### config.mk
export PLATFORM = sky130hd
export DESIGN_NAME = timed_frame_sequencer_core
export DESIGN_NICKNAME = d
export VERILOG_FILES = /design/src/rtl/tfs_pkg.sv /design/src/rtl/tfs_div.sv /design/src/rtl/tfs_dp.sv /design/src/rtl/tfs_ctrl.sv /design/src/rtl/timed_frame_sequencer_core.sv
export SDC_FILE = /design/constraint.sdc
export NUM_CORES = 1
export LEC_CHECK = 0
export ABC_CLOCK_PERIOD_IN_PS = 8500
export BUFFER_PORTS_ARGS = -buffer_cell sky130_fd_sc_hd__buf_2
export CORE_ASPECT_RATIO = 1.4
export CORE_MARGIN = 2
export CORE_UTILIZATION = 40
export DETAILED_ROUTE_END_ITERATION = 16
export PLACE_DENSITY_LB_ADDON = 0.15
export SYNTH_ARGS = -nofsm -noshare
export SYNTH_HDL_FRONTEND = slang
export SYNTH_HIERARCHICAL = 1
export SYNTH_SLANG_ARGS = --single-unit
### constraint.sdc
create_clock -name clk_i -period 8.5 [get_ports clk_i]
set_input_delay 0.425 -clock clk_i [delete_from_list [all_inputs] [get_ports clk_i]]
set_output_delay 0.425 -clock clk_i [all_outputs]
set_load 0.02 [all_outputs]
### src/rtl/tfs_pkg.sv
`timescale 1ns / 1ps

package tfs_pkg;

  // Defaults for the top-level parameters.
  localparam int MaxFramesDef   = 16;
  localparam int FrameIdBitsDef = 8;

  // Field and datapath widths.
  localparam int TimerW  = 24;
  localparam int CountW  = 5;
  localparam int PosW    = 4;
  localparam int DtW     = 16;
  localparam int KindW   = 2;
  localparam int FidW    = 8;
  localparam int BlendW  = 9;
  localparam int EventW  = 2;
  localparam int CfgIdxW = 3;
  localparam int CfgW    = 32;
  localparam int DivW    = TimerW + 1;
  localparam int StepW   = 5;
  localparam int ProdW   = TimerW + CountW;
  localparam int BaseW   = TimerW + PosW;
  localparam int OutW    = 40;

  localparam logic [TimerW-1:0] DurationRst = TimerW'(256000);
  localparam logic [CountW-1:0] CountRst    = CountW'(1);
  localparam logic [BlendW-1:0] BlendOne    = BlendW'(256);

  // Iteration counts of the shared divider for each of its uses.
  localparam logic [StepW-1:0] StepsMod   = StepW'(DivW);
  localparam logic [StepW-1:0] StepsPos   = StepW'(PosW);
  localparam logic [StepW-1:0] StepsBlend = StepW'(8);

  // Request kinds.
  localparam logic [KindW-1:0] KindTick  = KindW'(0);
  localparam logic [KindW-1:0] KindStart = KindW'(1);
  localparam logic [KindW-1:0] KindStop  = KindW'(2);

  typedef enum logic [CfgIdxW-1:0] {
    REG_DURATION = 3'd0,
    REG_COUNT    = 3'd1,
    REG_LOOPING  = 3'd2,
    REG_WRAP     = 3'd3,
    REG_MAP0     = 3'd4,
    REG_MAP1     = 3'd5,
    REG_MAP2     = 3'd6,
    REG_MAP3     = 3'd7
  } cfg_reg_e;

  typedef enum logic [EventW-1:0] {
    EV_NONE  = 2'd0,
    EV_START = 2'd1,
    EV_LOOP  = 2'd2,
    EV_END   = 2'd3
  } event_e;

  typedef struct packed {
    logic [TimerW-1:0] duration;
    logic [CountW-1:0] frame_count;
    logic              looping;
    logic              wrap_frames;
  } cfg_t;

  typedef enum logic [4:0] {
    DP_NOP,
    DP_CAPTURE,
    DP_TICK_SUM,
    DP_TICK_END,
    DP_MOD_SUM,
    DP_MOD_TIMER,
    DP_LOOP_SET,
    DP_START_SET,
    DP_STOP,
    DP_POS_MUL,
    DP_POS_DIV,
    DP_POS_FORCE,
    DP_POS_CHANGE,
    DP_BLEND_MUL,
    DP_BLEND_SUB,
    DP_BLEND_CHK,
    DP_BLEND_SET,
    DP_OUT_LOAD
  } dp_op_e;

  typedef struct packed {
    logic [KindW-1:0] kind;
    logic             running;
    logic             sum_ge;
    logic             looping;
    logic             div_done;
    logic             blend_direct;
  } dp_status_t;

  typedef enum logic [3:0] {
    ST_IDLE,
    ST_DECODE,
    ST_MOD_WAIT,
    ST_START_WAIT,
    ST_POS_MUL,
    ST_POS_DIV,
    ST_POS_WAIT,
    ST_BLEND_MUL,
    ST_BLEND_SUB,
    ST_BLEND_CHK,
    ST_BLEND_WAIT,
    ST_OUT
  } ctrl_state_e;

endpackage

### src/rtl/tfs_div.sv
`timescale 1ns / 1ps

// Restoring divider, one quotient bit per cycle. The partial remainder is
// preloaded and the numerator bits are shifted in from the top.
module tfs_div import tfs_pkg::*; (
  input  logic              clk_i,
  input  logic              rst_ni,
  input  logic              start_i,
  input  logic [TimerW-1:0] rem_init_i,
  input  logic [DivW-1:0]   num_i,
  input  logic [StepW-1:0]  steps_i,
  input  logic [TimerW-1:0] divisor_i,
  output logic              done_o,
  output logic [TimerW-1:0] rem_o,
  output logic [DivW-1:0]   quo_o
);

  logic [TimerW-1:0] rem_q;
  logic [DivW-1:0]   num_q;
  logic [DivW-1:0]   quo_q;
  logic [TimerW-1:0] dvs_q;
  logic [StepW-1:0]  cnt_q;
  logic              done_q;
  logic [DivW-1:0]   trial;
  logic [DivW-1:0]   diff;
  logic              ge;

  always_comb begin
    trial = {rem_q, num_q[DivW-1]};
    diff  = trial - {1'b0, dvs_q};
    ge    = trial >= {1'b0, dvs_q};
  end

  always_ff @(posedge clk_i or negedge rst_ni) begin
    if (!rst_ni) begin
      cnt_q  <= '0;
      done_q <= 1'b0;
    end else if (start_i) begin
      cnt_q  <= steps_i;
      done_q <= 1'b0;
    end else if (cnt_q != '0) begin
      cnt_q  <= cnt_q - StepW'(1);
      done_q <= (cnt_q == StepW'(1));
    end else begin
      done_q <= 1'b0;
    end
  end

  always_ff @(posedge clk_i) begin
    if (start_i) begin
      rem_q <= rem_init_i;
      num_q <= num_i;
      quo_q <= '0;
      dvs_q <= divisor_i;
    end else if (cnt_q != '0) begin
      rem_q <= ge ? diff[TimerW-1:0] : trial[TimerW-1:0];
      quo_q <= {quo_q[DivW-2:0], ge};
      num_q <= {num_q[DivW-2:0], 1'b0};
    end
  end

  assign done_o = done_q;
  assign rem_o  = rem_q;
  assign quo_o  = quo_q;

endmodule

### src/rtl/tfs_dp.sv
`timescale 1ns / 1ps

// Sequencer datapath: timer and position state, the frame table, the two
// small multipliers, the shared divider and the result register.
module tfs_dp import tfs_pkg::*; #(
  parameter int MAX_FRAMES    = MaxFramesDef,
  parameter int FRAME_ID_BITS = FrameIdBitsDef
) (
  input  logic               clk_i,
  input  logic               rst_ni,
  input  cfg_t               cfg_i,
  input  logic               map_we_i,
  input  logic [CfgIdxW-1:0] map_idx_i,
  input  logic [CfgW-1:0]    map_data_i,
  input  logic [KindW-1:0]   kind_i,
  input  logic [DtW-1:0]     dt_i,
  input  dp_op_e             op_i,
  output dp_status_t         status_o,
  output logic [OutW-1:0]    out_data_o
);

  localparam int Rows  = (MAX_FRAMES + 3) / 4;
  localparam int RowW  = (Rows > 1) ? $clog2(Rows) : 1;
  localparam int RowBw = 4 * FRAME_ID_BITS;

  // Frame table: one row per map register, four ids to a row.
  logic [RowBw-1:0] map_mem [Rows];
  logic [Rows-1:0]  row_vld_q;
  logic [RowBw-1:0] rd_cur_q;
  logic [RowBw-1:0] rd_last_q;
  logic [RowBw-1:0] wr_row_data;
  logic [CfgIdxW-1:0] wr_row_full;
  logic [RowW-1:0]  wr_row;
  logic             wr_en;
  logic [RowW-1:0]  rd_row_cur;
  logic [RowW-1:0]  rd_row_last;

  logic [KindW-1:0]  kind_q;
  logic [DtW-1:0]    dt_q;
  logic [TimerW-1:0] timer_q, timer_d;
  logic [PosW-1:0]   cur_q, cur_d;
  logic [PosW-1:0]   last_q, last_d;
  logic              run_q, run_d;
  event_e            ev_q, ev_d;
  logic [ProdW-1:0]  prod_q;
  logic [BaseW-1:0]  base_q;
  logic [ProdW-1:0]  x_q;
  logic              gt_q;
  logic [BlendW-1:0] blend_q, blend_d;
  logic [OutW-1:0]   out_q;

  logic [TimerW-1:0] d_eff;
  logic [CountW-1:0] n_eff;
  logic [PosW-1:0]   n_last;
  logic [DivW-1:0]   sum;
  logic              sum_ge;
  logic [PosW-1:0]   pos_q_raw;
  logic [PosW-1:0]   pos_new;
  logic              blend_direct;
  logic [FidW-1:0]   fid_cur;
  logic [FidW-1:0]   fid_last;

  logic              div_start;
  logic [TimerW-1:0] div_rem_init;
  logic [DivW-1:0]   div_num;
  logic [StepW-1:0]  div_steps;
  logic              div_done;
  logic [TimerW-1:0] div_rem;
  logic [DivW-1:0]   div_quo;

  always_comb begin
    d_eff = (cfg_i.duration == '0) ? TimerW'(1) : cfg_i.duration;
    if (cfg_i.frame_count == '0) begin
      n_eff = CountW'(1);
    end else if (cfg_i.frame_count > CountW'(MAX_FRAMES)) begin
      n_eff = CountW'(MAX_FRAMES);
    end else begin
      n_eff = cfg_i.frame_count;
    end
    n_last       = PosW'(n_eff - CountW'(1));
    sum          = {1'b0, timer_q} + DivW'(dt_q);
    sum_ge       = sum >= DivW'(d_eff);
    pos_q_raw    = div_quo[PosW-1:0];
    pos_new      = (pos_q_raw > n_last) ? n_last : pos_q_raw;
    blend_direct = !gt_q || (x_q >= ProdW'(d_eff));
  end

  // Divider operand selection.
  always_comb begin
    div_start    = 1'b0;
    div_rem_init = '0;
    div_num      = '0;
    div_steps    = StepsMod;
    case (op_i)
      DP_MOD_SUM: begin
        div_start = 1'b1;
        div_num   = sum;
      end
      DP_MOD_TIMER: begin
        div_start = 1'b1;
        div_num   = {1'b0, timer_q};
      end
      DP_POS_DIV: begin
        // The product is below count * duration, so its upper part is
        // already below the divisor.
        div_start    = 1'b1;
        div_rem_init = prod_q[TimerW+PosW-1:PosW];
        div_num      = {prod_q[PosW-1:0], (DivW-PosW)'(0)};
        div_steps    = StepsPos;
      end
      DP_BLEND_CHK: begin
        div_start    = !blend_direct;
        div_rem_init = x_q[TimerW-1:0];
        div_steps    = StepsBlend;
      end
      default: begin
      end
    endcase
  end

  tfs_div u_div (
    .clk_i      (clk_i),
    .rst_ni     (rst_ni),
    .start_i    (div_start),
    .rem_init_i (div_rem_init),
    .num_i      (div_num),
    .steps_i    (div_steps),
    .divisor_i  (d_eff),
    .done_o     (div_done),
    .rem_o      (div_rem),
    .quo_o      (div_quo)
  );

  // Architectural state updates.
  always_comb begin
    timer_d = timer_q;
    cur_d   = cur_q;
    last_d  = last_q;
    run_d   = run_q;
    ev_d    = ev_q;
    blend_d = blend_q;
    case (op_i)
      DP_CAPTURE: ev_d = EV_NONE;
      DP_TICK_SUM: timer_d = sum[TimerW-1:0];
      DP_TICK_END: begin
        timer_d = d_eff;
        last_d  = cur_q;
        cur_d   = n_last;
        run_d   = 1'b0;
        ev_d    = EV_END;
      end
      DP_LOOP_SET: begin
        timer_d = div_rem;
        ev_d    = EV_LOOP;
      end
      DP_START_SET: begin
        timer_d = div_rem;
        last_d  = '0;
        if (cur_q > n_last) begin
          cur_d = n_last;
        end
        run_d = 1'b1;
        ev_d  = EV_START;
      end
      DP_STOP: begin
        timer_d = '0;
        run_d   = 1'b0;
      end
      DP_POS_FORCE: begin
        last_d = cur_q;
        cur_d  = pos_new;
      end
      DP_POS_CHANGE: begin
        if (pos_new != cur_q) begin
          if (cfg_i.wrap_frames && (pos_new < cur_q)) begin
            ev_d = EV_LOOP;
          end
          last_d = cur_q;
          cur_d  = pos_new;
        end
      end
      DP_BLEND_CHK: begin
        if (blend_direct) begin
          blend_d = gt_q ? BlendOne : '0;
        end
      end
      DP_BLEND_SET: blend_d = BlendW'(div_quo[StepsBlend-1:0]);
      default: begin
      end
    endcase
  end

  always_ff @(posedge clk_i or negedge rst_ni) begin
    if (!rst_ni) begin
      timer_q <= '0;
      cur_q   <= '0;
      last_q  <= '0;
      run_q   <= 1'b0;
      ev_q    <= EV_NONE;
    end else begin
      timer_q <= timer_d;
      cur_q   <= cur_d;
      last_q  <= last_d;
      run_q   <= run_d;
      ev_q    <= ev_d;
    end
  end

  always_ff @(posedge clk_i) begin
    blend_q <= blend_d;
    if (op_i == DP_CAPTURE) begin
      kind_q <= kind_i;
      dt_q   <= dt_i;
    end
    if ((op_i == DP_POS_MUL) || (op_i == DP_BLEND_MUL)) begin
      prod_q <= ProdW'(timer_q) * ProdW'(n_eff);
    end
    if (op_i == DP_BLEND_MUL) begin
      base_q <= BaseW'(cur_q) * BaseW'(d_eff);
    end
    if (op_i == DP_BLEND_SUB) begin
      gt_q <= prod_q > ProdW'(base_q);
      x_q  <= prod_q - ProdW'(base_q);
    end
    if (op_i == DP_OUT_LOAD) begin
      out_q <= {4'b0000, ev_q, run_q, blend_q, fid_last, fid_cur, last_q, cur_q};
    end
  end

  // Frame table write and registered reads.
  always_comb begin
    wr_row_full = map_idx_i - REG_MAP0;
    wr_row      = RowW'(wr_row_full);
    wr_en       = map_we_i && (map_idx_i >= REG_MAP0) && (wr_row_full < CfgIdxW'(Rows));
    for (int k = 0; k < 4; k++) begin
      wr_row_data[k*FRAME_ID_BITS +: FRAME_ID_BITS] = map_data_i[k*FidW +: FRAME_ID_BITS];
    end
    rd_row_cur  = RowW'(cur_q >> 2);
    rd_row_last = RowW'(last_q >> 2);
  end

  always_ff @(posedge clk_i or negedge rst_ni) begin
    if (!rst_ni) begin
      row_vld_q <= '0;
    end else if (wr_en) begin
      row_vld_q[wr_row] <= 1'b1;
    end
  end

  always_ff @(posedge clk_i) begin
    if (wr_en) begin
      map_mem[wr_row] <= wr_row_data;
    end
    if (op_i == DP_BLEND_MUL) begin
      rd_cur_q  <= row_vld_q[rd_row_cur] ? map_mem[rd_row_cur] : '0;
      rd_last_q <= row_vld_q[rd_row_last] ? map_mem[rd_row_last] : '0;
    end
  end

  always_comb begin
    fid_cur  = FidW'(rd_cur_q[FRAME_ID_BITS*cur_q[1:0] +: FRAME_ID_BITS]);
    fid_last = FidW'(rd_last_q[FRAME_ID_BITS*last_q[1:0] +: FRAME_ID_BITS]);
  end

  always_comb begin
    status_o.kind         = kind_q;
    status_o.running      = run_q;
    status_o.sum_ge       = sum_ge;
    status_o.looping      = cfg_i.looping;
    status_o.div_done     = div_done;
    status_o.blend_direct = blend_direct;
  end

  assign out_data_o = out_q;

endmodule

### src/rtl/tfs_ctrl.sv
`timescale 1ns / 1ps

// Sequencer controller: walks each request through the datapath steps and
// owns both handshakes.
module tfs_ctrl import tfs_pkg::*; (
  input  logic       clk_i,
  input  logic       rst_ni,
  input  logic       in_valid_i,
  output logic       in_ready_o,
  input  logic       out_ready_i,
  output logic       out_valid_o,
  input  dp_status_t status_i,
  output dp_op_e     op_o
);

  ctrl_state_e state_q, state_d;
  logic        force_q, force_d;
  logic        out_vld_q, out_vld_d;

  always_ff @(posedge clk_i or negedge rst_ni) begin
    if (!rst_ni) begin
      state_q   <= ST_IDLE;
      force_q   <= 1'b0;
      out_vld_q <= 1'b0;
    end else begin
      state_q   <= state_d;
      force_q   <= force_d;
      out_vld_q <= out_vld_d;
    end
  end

  always_comb begin
    state_d    = state_q;
    force_d    = force_q;
    out_vld_d  = out_vld_q && !out_ready_i;
    op_o       = DP_NOP;
    in_ready_o = 1'b0;
    case (state_q)
      ST_IDLE: begin
        in_ready_o = 1'b1;
        if (in_valid_i) begin
          op_o    = DP_CAPTURE;
          state_d = ST_DECODE;
        end
      end
      ST_DECODE: begin
        if ((status_i.kind == KindTick) && status_i.running) begin
          if (status_i.sum_ge) begin
            if (status_i.looping) begin
              op_o    = DP_MOD_SUM;
              force_d = 1'b1;
              state_d = ST_MOD_WAIT;
            end else begin
              op_o    = DP_TICK_END;
              state_d = ST_BLEND_MUL;
            end
          end else begin
            op_o    = DP_TICK_SUM;
            force_d = 1'b0;
            state_d = ST_POS_MUL;
          end
        end else if (status_i.kind == KindStart) begin
          op_o    = DP_MOD_TIMER;
          state_d = ST_START_WAIT;
        end else if (status_i.kind == KindStop) begin
          op_o    = DP_STOP;
          state_d = ST_BLEND_MUL;
        end else begin
          state_d = ST_BLEND_MUL;
        end
      end
      ST_MOD_WAIT: begin
        if (status_i.div_done) begin
          op_o    = DP_LOOP_SET;
          state_d = ST_POS_MUL;
        end
      end
      ST_START_WAIT: begin
        if (status_i.div_done) begin
          op_o    = DP_START_SET;
          state_d = ST_BLEND_MUL;
        end
      end
      ST_POS_MUL: begin
        op_o    = DP_POS_MUL;
        state_d = ST_POS_DIV;
      end
      ST_POS_DIV: begin
        op_o    = DP_POS_DIV;
        state_d = ST_POS_WAIT;
      end
      ST_POS_WAIT: begin
        if (status_i.div_done) begin
          op_o    = force_q ? DP_POS_FORCE : DP_POS_CHANGE;
          state_d = ST_BLEND_MUL;
        end
      end
      ST_BLEND_MUL: begin
        op_o    = DP_BLEND_MUL;
        state_d = ST_BLEND_SUB;
      end
      ST_BLEND_SUB: begin
        op_o    = DP_BLEND_SUB;
        state_d = ST_BLEND_CHK;
      end
      ST_BLEND_CHK: begin
        op_o    = DP_BLEND_CHK;
        state_d = status_i.blend_direct ? ST_OUT : ST_BLEND_WAIT;
      end
      ST_BLEND_WAIT: begin
        if (status_i.div_done) begin
          op_o    = DP_BLEND_SET;
          state_d = ST_OUT;
        end
      end
      ST_OUT: begin
        if (!out_vld_q || out_ready_i) begin
          op_o      = DP_OUT_LOAD;
          out_vld_d = 1'b1;
          state_d   = ST_IDLE;
        end
      end
      default: begin
        state_d = ST_IDLE;
      end
    endcase
  end

  assign out_valid_o = out_vld_q;

endmodule

### src/rtl/timed_frame_sequencer_core.sv
`timescale 1ns / 1ps

// Channel       | Direction | Handshake                 | Payload
// --------------+-----------+---------------------------+-----------------------------
// s_axis        | in        | s_axis_tvalid/tready      | tdata: delta_time; tuser: kind
// m_axis        | out       | m_axis_tvalid/tready      | tdata: position .. event_res
// configuration | in        | cfg_we_i                  | cfg_idx_i, cfg_data_i
//
// One request is handled at a time; the next waits until the last result is loaded.
// The shared one-bit-per-cycle divider finds the timer remainder on a start or a looping
// wrap, the position on a tick and the blend when it is partial.
// Reset clears the timer, both positions and the running flag and loads the register
// defaults; the frame table reads as zero until written.
// A waiting result blocks no request; only a second finished result waits for the first.
module timed_frame_sequencer_core import tfs_pkg::*; #(
  parameter int MAX_FRAMES    = MaxFramesDef,
  parameter int FRAME_ID_BITS = FrameIdBitsDef
) (
  input  logic               clk_i,
  input  logic               rst_ni,
  // Requests.
  input  logic               s_axis_tvalid,
  output logic               s_axis_tready,
  input  logic [DtW-1:0]     s_axis_tdata,   // [15:0] delta_time
  input  logic [KindW-1:0]   s_axis_tuser,   // [1:0] kind
  // Results.
  output logic               m_axis_tvalid,
  input  logic               m_axis_tready,
  // [3:0] position, [7:4] previous_position, [15:8] frame_id,
  // [23:16] previous_frame_id, [32:24] blend, [33] playing,
  // [35:34] event_res, [39:36] zero
  output logic [OutW-1:0]    m_axis_tdata,
  // Configuration writes.
  input  logic               cfg_we_i,
  input  logic [CfgIdxW-1:0] cfg_idx_i,
  input  logic [CfgW-1:0]    cfg_data_i
);

  // The scalar settings live here; the frame table is held in the datapath
  // next to the read ports that use it.
  logic [TimerW-1:0] dur_q;
  logic [CountW-1:0] count_q;
  logic              loop_q;
  logic              wrap_q;
  cfg_t              cfg;
  dp_status_t        status;
  dp_op_e            op;

  always_ff @(posedge clk_i or negedge rst_ni) begin
    if (!rst_ni) begin
      dur_q   <= DurationRst;
      count_q <= CountRst;
      loop_q  <= 1'b0;
      wrap_q  <= 1'b0;
    end else if (cfg_we_i) begin
      case (cfg_idx_i)
        REG_DURATION: dur_q   <= cfg_data_i[TimerW-1:0];
        REG_COUNT:    count_q <= cfg_data_i[CountW-1:0];
        REG_LOOPING:  loop_q  <= cfg_data_i[0];
        REG_WRAP:     wrap_q  <= cfg_data_i[0];
        default: begin
        end
      endcase
    end
  end

  always_comb begin
    cfg.duration    = dur_q;
    cfg.frame_count = count_q;
    cfg.looping     = loop_q;
    cfg.wrap_frames = wrap_q;
  end

  tfs_ctrl u_ctrl (
    .clk_i       (clk_i),
    .rst_ni      (rst_ni),
    .in_valid_i  (s_axis_tvalid),
    .in_ready_o  (s_axis_tready),
    .out_ready_i (m_axis_tready),
    .out_valid_o (m_axis_tvalid),
    .status_i    (status),
    .op_o        (op)
  );

  tfs_dp #(
    .MAX_FRAMES    (MAX_FRAMES),
    .FRAME_ID_BITS (FRAME_ID_BITS)
  ) u_dp (
    .clk_i      (clk_i),
    .rst_ni     (rst_ni),
    .cfg_i      (cfg),
    .map_we_i   (cfg_we_i),
    .map_idx_i  (cfg_idx_i),
    .map_data_i (cfg_data_i),
    .kind_i     (s_axis_tuser),
    .dt_i       (s_axis_tdata),
    .op_i       (op),
    .status_o   (status),
    .out_data_o (m_axis_tdata)
  );

endmodule

==> results.py <==
metrics = {
    "run_status": {
        "status": "completed",
    },
    "clock_network": {
        "postCtsSetupRepairBufs": 0,
        "clockBufferDepth": 3,
        "clk_pin_slew_ns": 0.07,
        "clock_latency_ns": 0.64,
        "cts_tree": "done",
        "cts-resized-gates": 0,
        "cts_root_buf": "clkbuf_16",
        "htree_levels": 2,
        "clock-sinks": 505,
        "hold_buffers": 28,
        "cts_made_buffers": 51,
    },
    "job": {
        "max_cap_viol_count": 0,
    },
    "floorplanning": {
        "initial_core_util_pct": 40.4,
        "coreArea_um2": 81800,
        "rows": 124,
        "die_area_um2": 85000,
        "pin_count": 100,
        "die_x_um": 247,
        "fp.dieH_um": 344,
    },
    "logic_synthesis": {
        "syn_avg_cell_area_um2": 11.4,
        "synth_area_um2": 33100,
        "ys_warn_count": 6,
        "synth_cells": 2897,
    },
    "placed_design": {
        "portBuffers": 95,
        "hpwl_um": 78300,
        "routabilityCongestion": 0.932,
    },
    "global_route": {
        "grt_max_degree": 93,
        "grt_usage_pct": 24.3,
        "grt_pass1_wl_um": 154000,
        "grt_overflow_total": 0,
        "grt_pass1_vias": 24100,
        "grt_antenna_before_repair": 1,
    },
    "timing": {
        "fin_crit_ns": 7.75,
        "fin_crit_sh_pct": 91.2,
        "rsz0062_at_grt": "no",
        "hold_viol_final": 0,
        "fin_hold_ws_ns": 0.0344,
        "worst_pin_slew_ns": 1.23,
        "slew-limit-headroom_pct": 18.0,
        "finalSetupTns_ns": 0,
        "finalSetupViolations": 0,
        "skew_ns": 0.0194,
        "max_freq_ghz": 0.129,
        "drv_slew": 0,
    },
    "route": {
        "via_count": 23200,
        "wl_per_cell_um": 25.0,
        "ant_nets": 0,
        "drtIter0Drc": 1642,
        "routed_wl_um": 102000,
        "vias_per_cell": 5.67,
        "post-route-drc-count": 0,
        "first_pass_iters": 7,
    },
    "setup_path": {
        "startpoint_type": "register",
        "arrival_ns": 8.14,
        "path_class": "reg2reg",
        "path_max_fanout": 59,
        "critPathCaptureType": "register",
        "worstPathRequired_ns": 8.89,
    },
    "layout": {
        "antenna_cells": 0,
        "final_nets": 3345,
        "drive_gt1_share_pct": 15.3,
        "syn_to_final_growth_pct": 11.3,
    },
    "hold_path": {
        "hp-class": "in2reg",
    },
    "power_and_ir_drop": {
        "peakVddDrop_mv": 0.216,
        "p_leak_nw": 15.2,
        "cellPowerDensity_nw_per_um2": 455,
    },
}
[area by class of cell]
class,count,area (um^2)
fill,7531,45000
timing repair buffer,174,1180
multi-input combinational,1949,16700
clock inverter,34,454
sequential,505,14700
tap,1071,1340
inverter,292,1100
clock buffer,62,1360
[stage by stage]
step / total power, mW / instance area [um^2] / utilization, % / cells / setup slack [ns]
after floorplan: 11.3 / 33100 / - / 2901 / 0.574
after global placement: 14.1 / 34700 / 42.5 / 3963 / 1.10
after detailed placement: 14.2 / 34700 / 42.5 / 3963 / 0.895
after CTS: 16.8 / 36800 / 45.0 / 4087 / 0.845
after global routing: 18.0 / 36800 / 45.0 / 4087 / 0.276
final: 16.7 / 36800 / 45.0 / 4087 / 0.748
[cell usage in the layout, fill, tap and decap left out, drive strengths merged, types with 45 or more instances in the layout]
master / instances
edfxtp: 415
nor2b: 94
nand2: 188
buf: 146
xnor2: 75
a21o: 82
inv: 293
nor2: 173
o21ai: 107
clkbuf: 62
fa: 113
dfrtp: 75
a21oi: 138
mux2: 87
xor2: 45
ha: 201
and2: 107
a22o: 48
mux4: 80
[report_power, final]
group / leakage [nW] / internal [mW] / switching, mW
registers: 4.92 / 3.69 / 0.674
clock network: 0.870 / 1.40 / 1.04
logic: 9.39 / 4.00 / 5.94
total: 15.2 / 9.09 / 7.65
[critical path, stage by stage, from the launching register on]
cell	delay [ns]
dfrtp_1	0.46
ha_1	0.23
fa_1	0.25
a211oi_2	0.11
or3_1	0.43
a21o_1	0.19
nand4_1	0.09
o211ai_2	0.35
or3_1	0.51
xnor2_1	0.16
ha_1	0.30
nand2_1	0.07
nor3_1	0.25
nand4_1	0.19
a2111o_1	0.31
nand3_1	0.29
nor2b_1	0.24
a21oi_1	0.08
or4_1	0.41
o211ai_1	0.30
nand3b_1	0.41
o311ai_4	0.92
buf_12	0.35
nor2_1	0.14
a221o_1	0.38
[per-layer routing]
layer | vias up | global-route usage [%] | routed length, um
met5 | - | 0 | 13
met4 | 2 | 11.9 | 5690
met3 | 221 | 3.14 | 4550
met2 | 673 | 44.2 | 53300
met1 | 11700 | 28.1 | 38500
li1 | 10600 | - | -
[worst paths after layout]
path	from	endpoint	slack, ns	depth (start not counted)
setup / recovery	u_dp/timer_q[0]	u_dp/u_div/rem_o[20]	0.75	24
hold / removal	cfg_data_i[20]	u_dp/map_mem[0][20]	0.03	1
setup reg to reg	u_dp/timer_q[0]	u_dp/u_div/rem_o[20]	0.75	24
hold reg to reg	u_dp/blend_q[7]	u_dp/out_data_o[31]	0.42	0
max in group asynchronous	rst_ni	u_dp/cur_q[2]	6.97	3
min in group asynchronous	rst_ni	loop_q	0.30	2
[flip-flops by register name (all words and copies together), names as in the netlist, 5 cells and up]
signal / count
u_dp/u_div/quo_o: 8
u_dp/u_div/num_q: 25
u_dp/x_q: 29
u_dp/timer_q: 24
dur_q: 24
u_dp/u_div/rem_o: 24
u_dp/base_q: 28
u_dp/out_data_o: 36
u_dp/blend_q: 9
count_q: 5
u_dp/rd_last_q: 32
u_dp/dt_q: 16
u_dp/rd_cur_q: 32
u_dp/u_div/dvs_q: 24
u_dp/u_div/cnt_q: 5
u_dp/map_mem: 128
u_dp/prod_q: 29
Note: power is estimated with default switching activity, not from simulation.
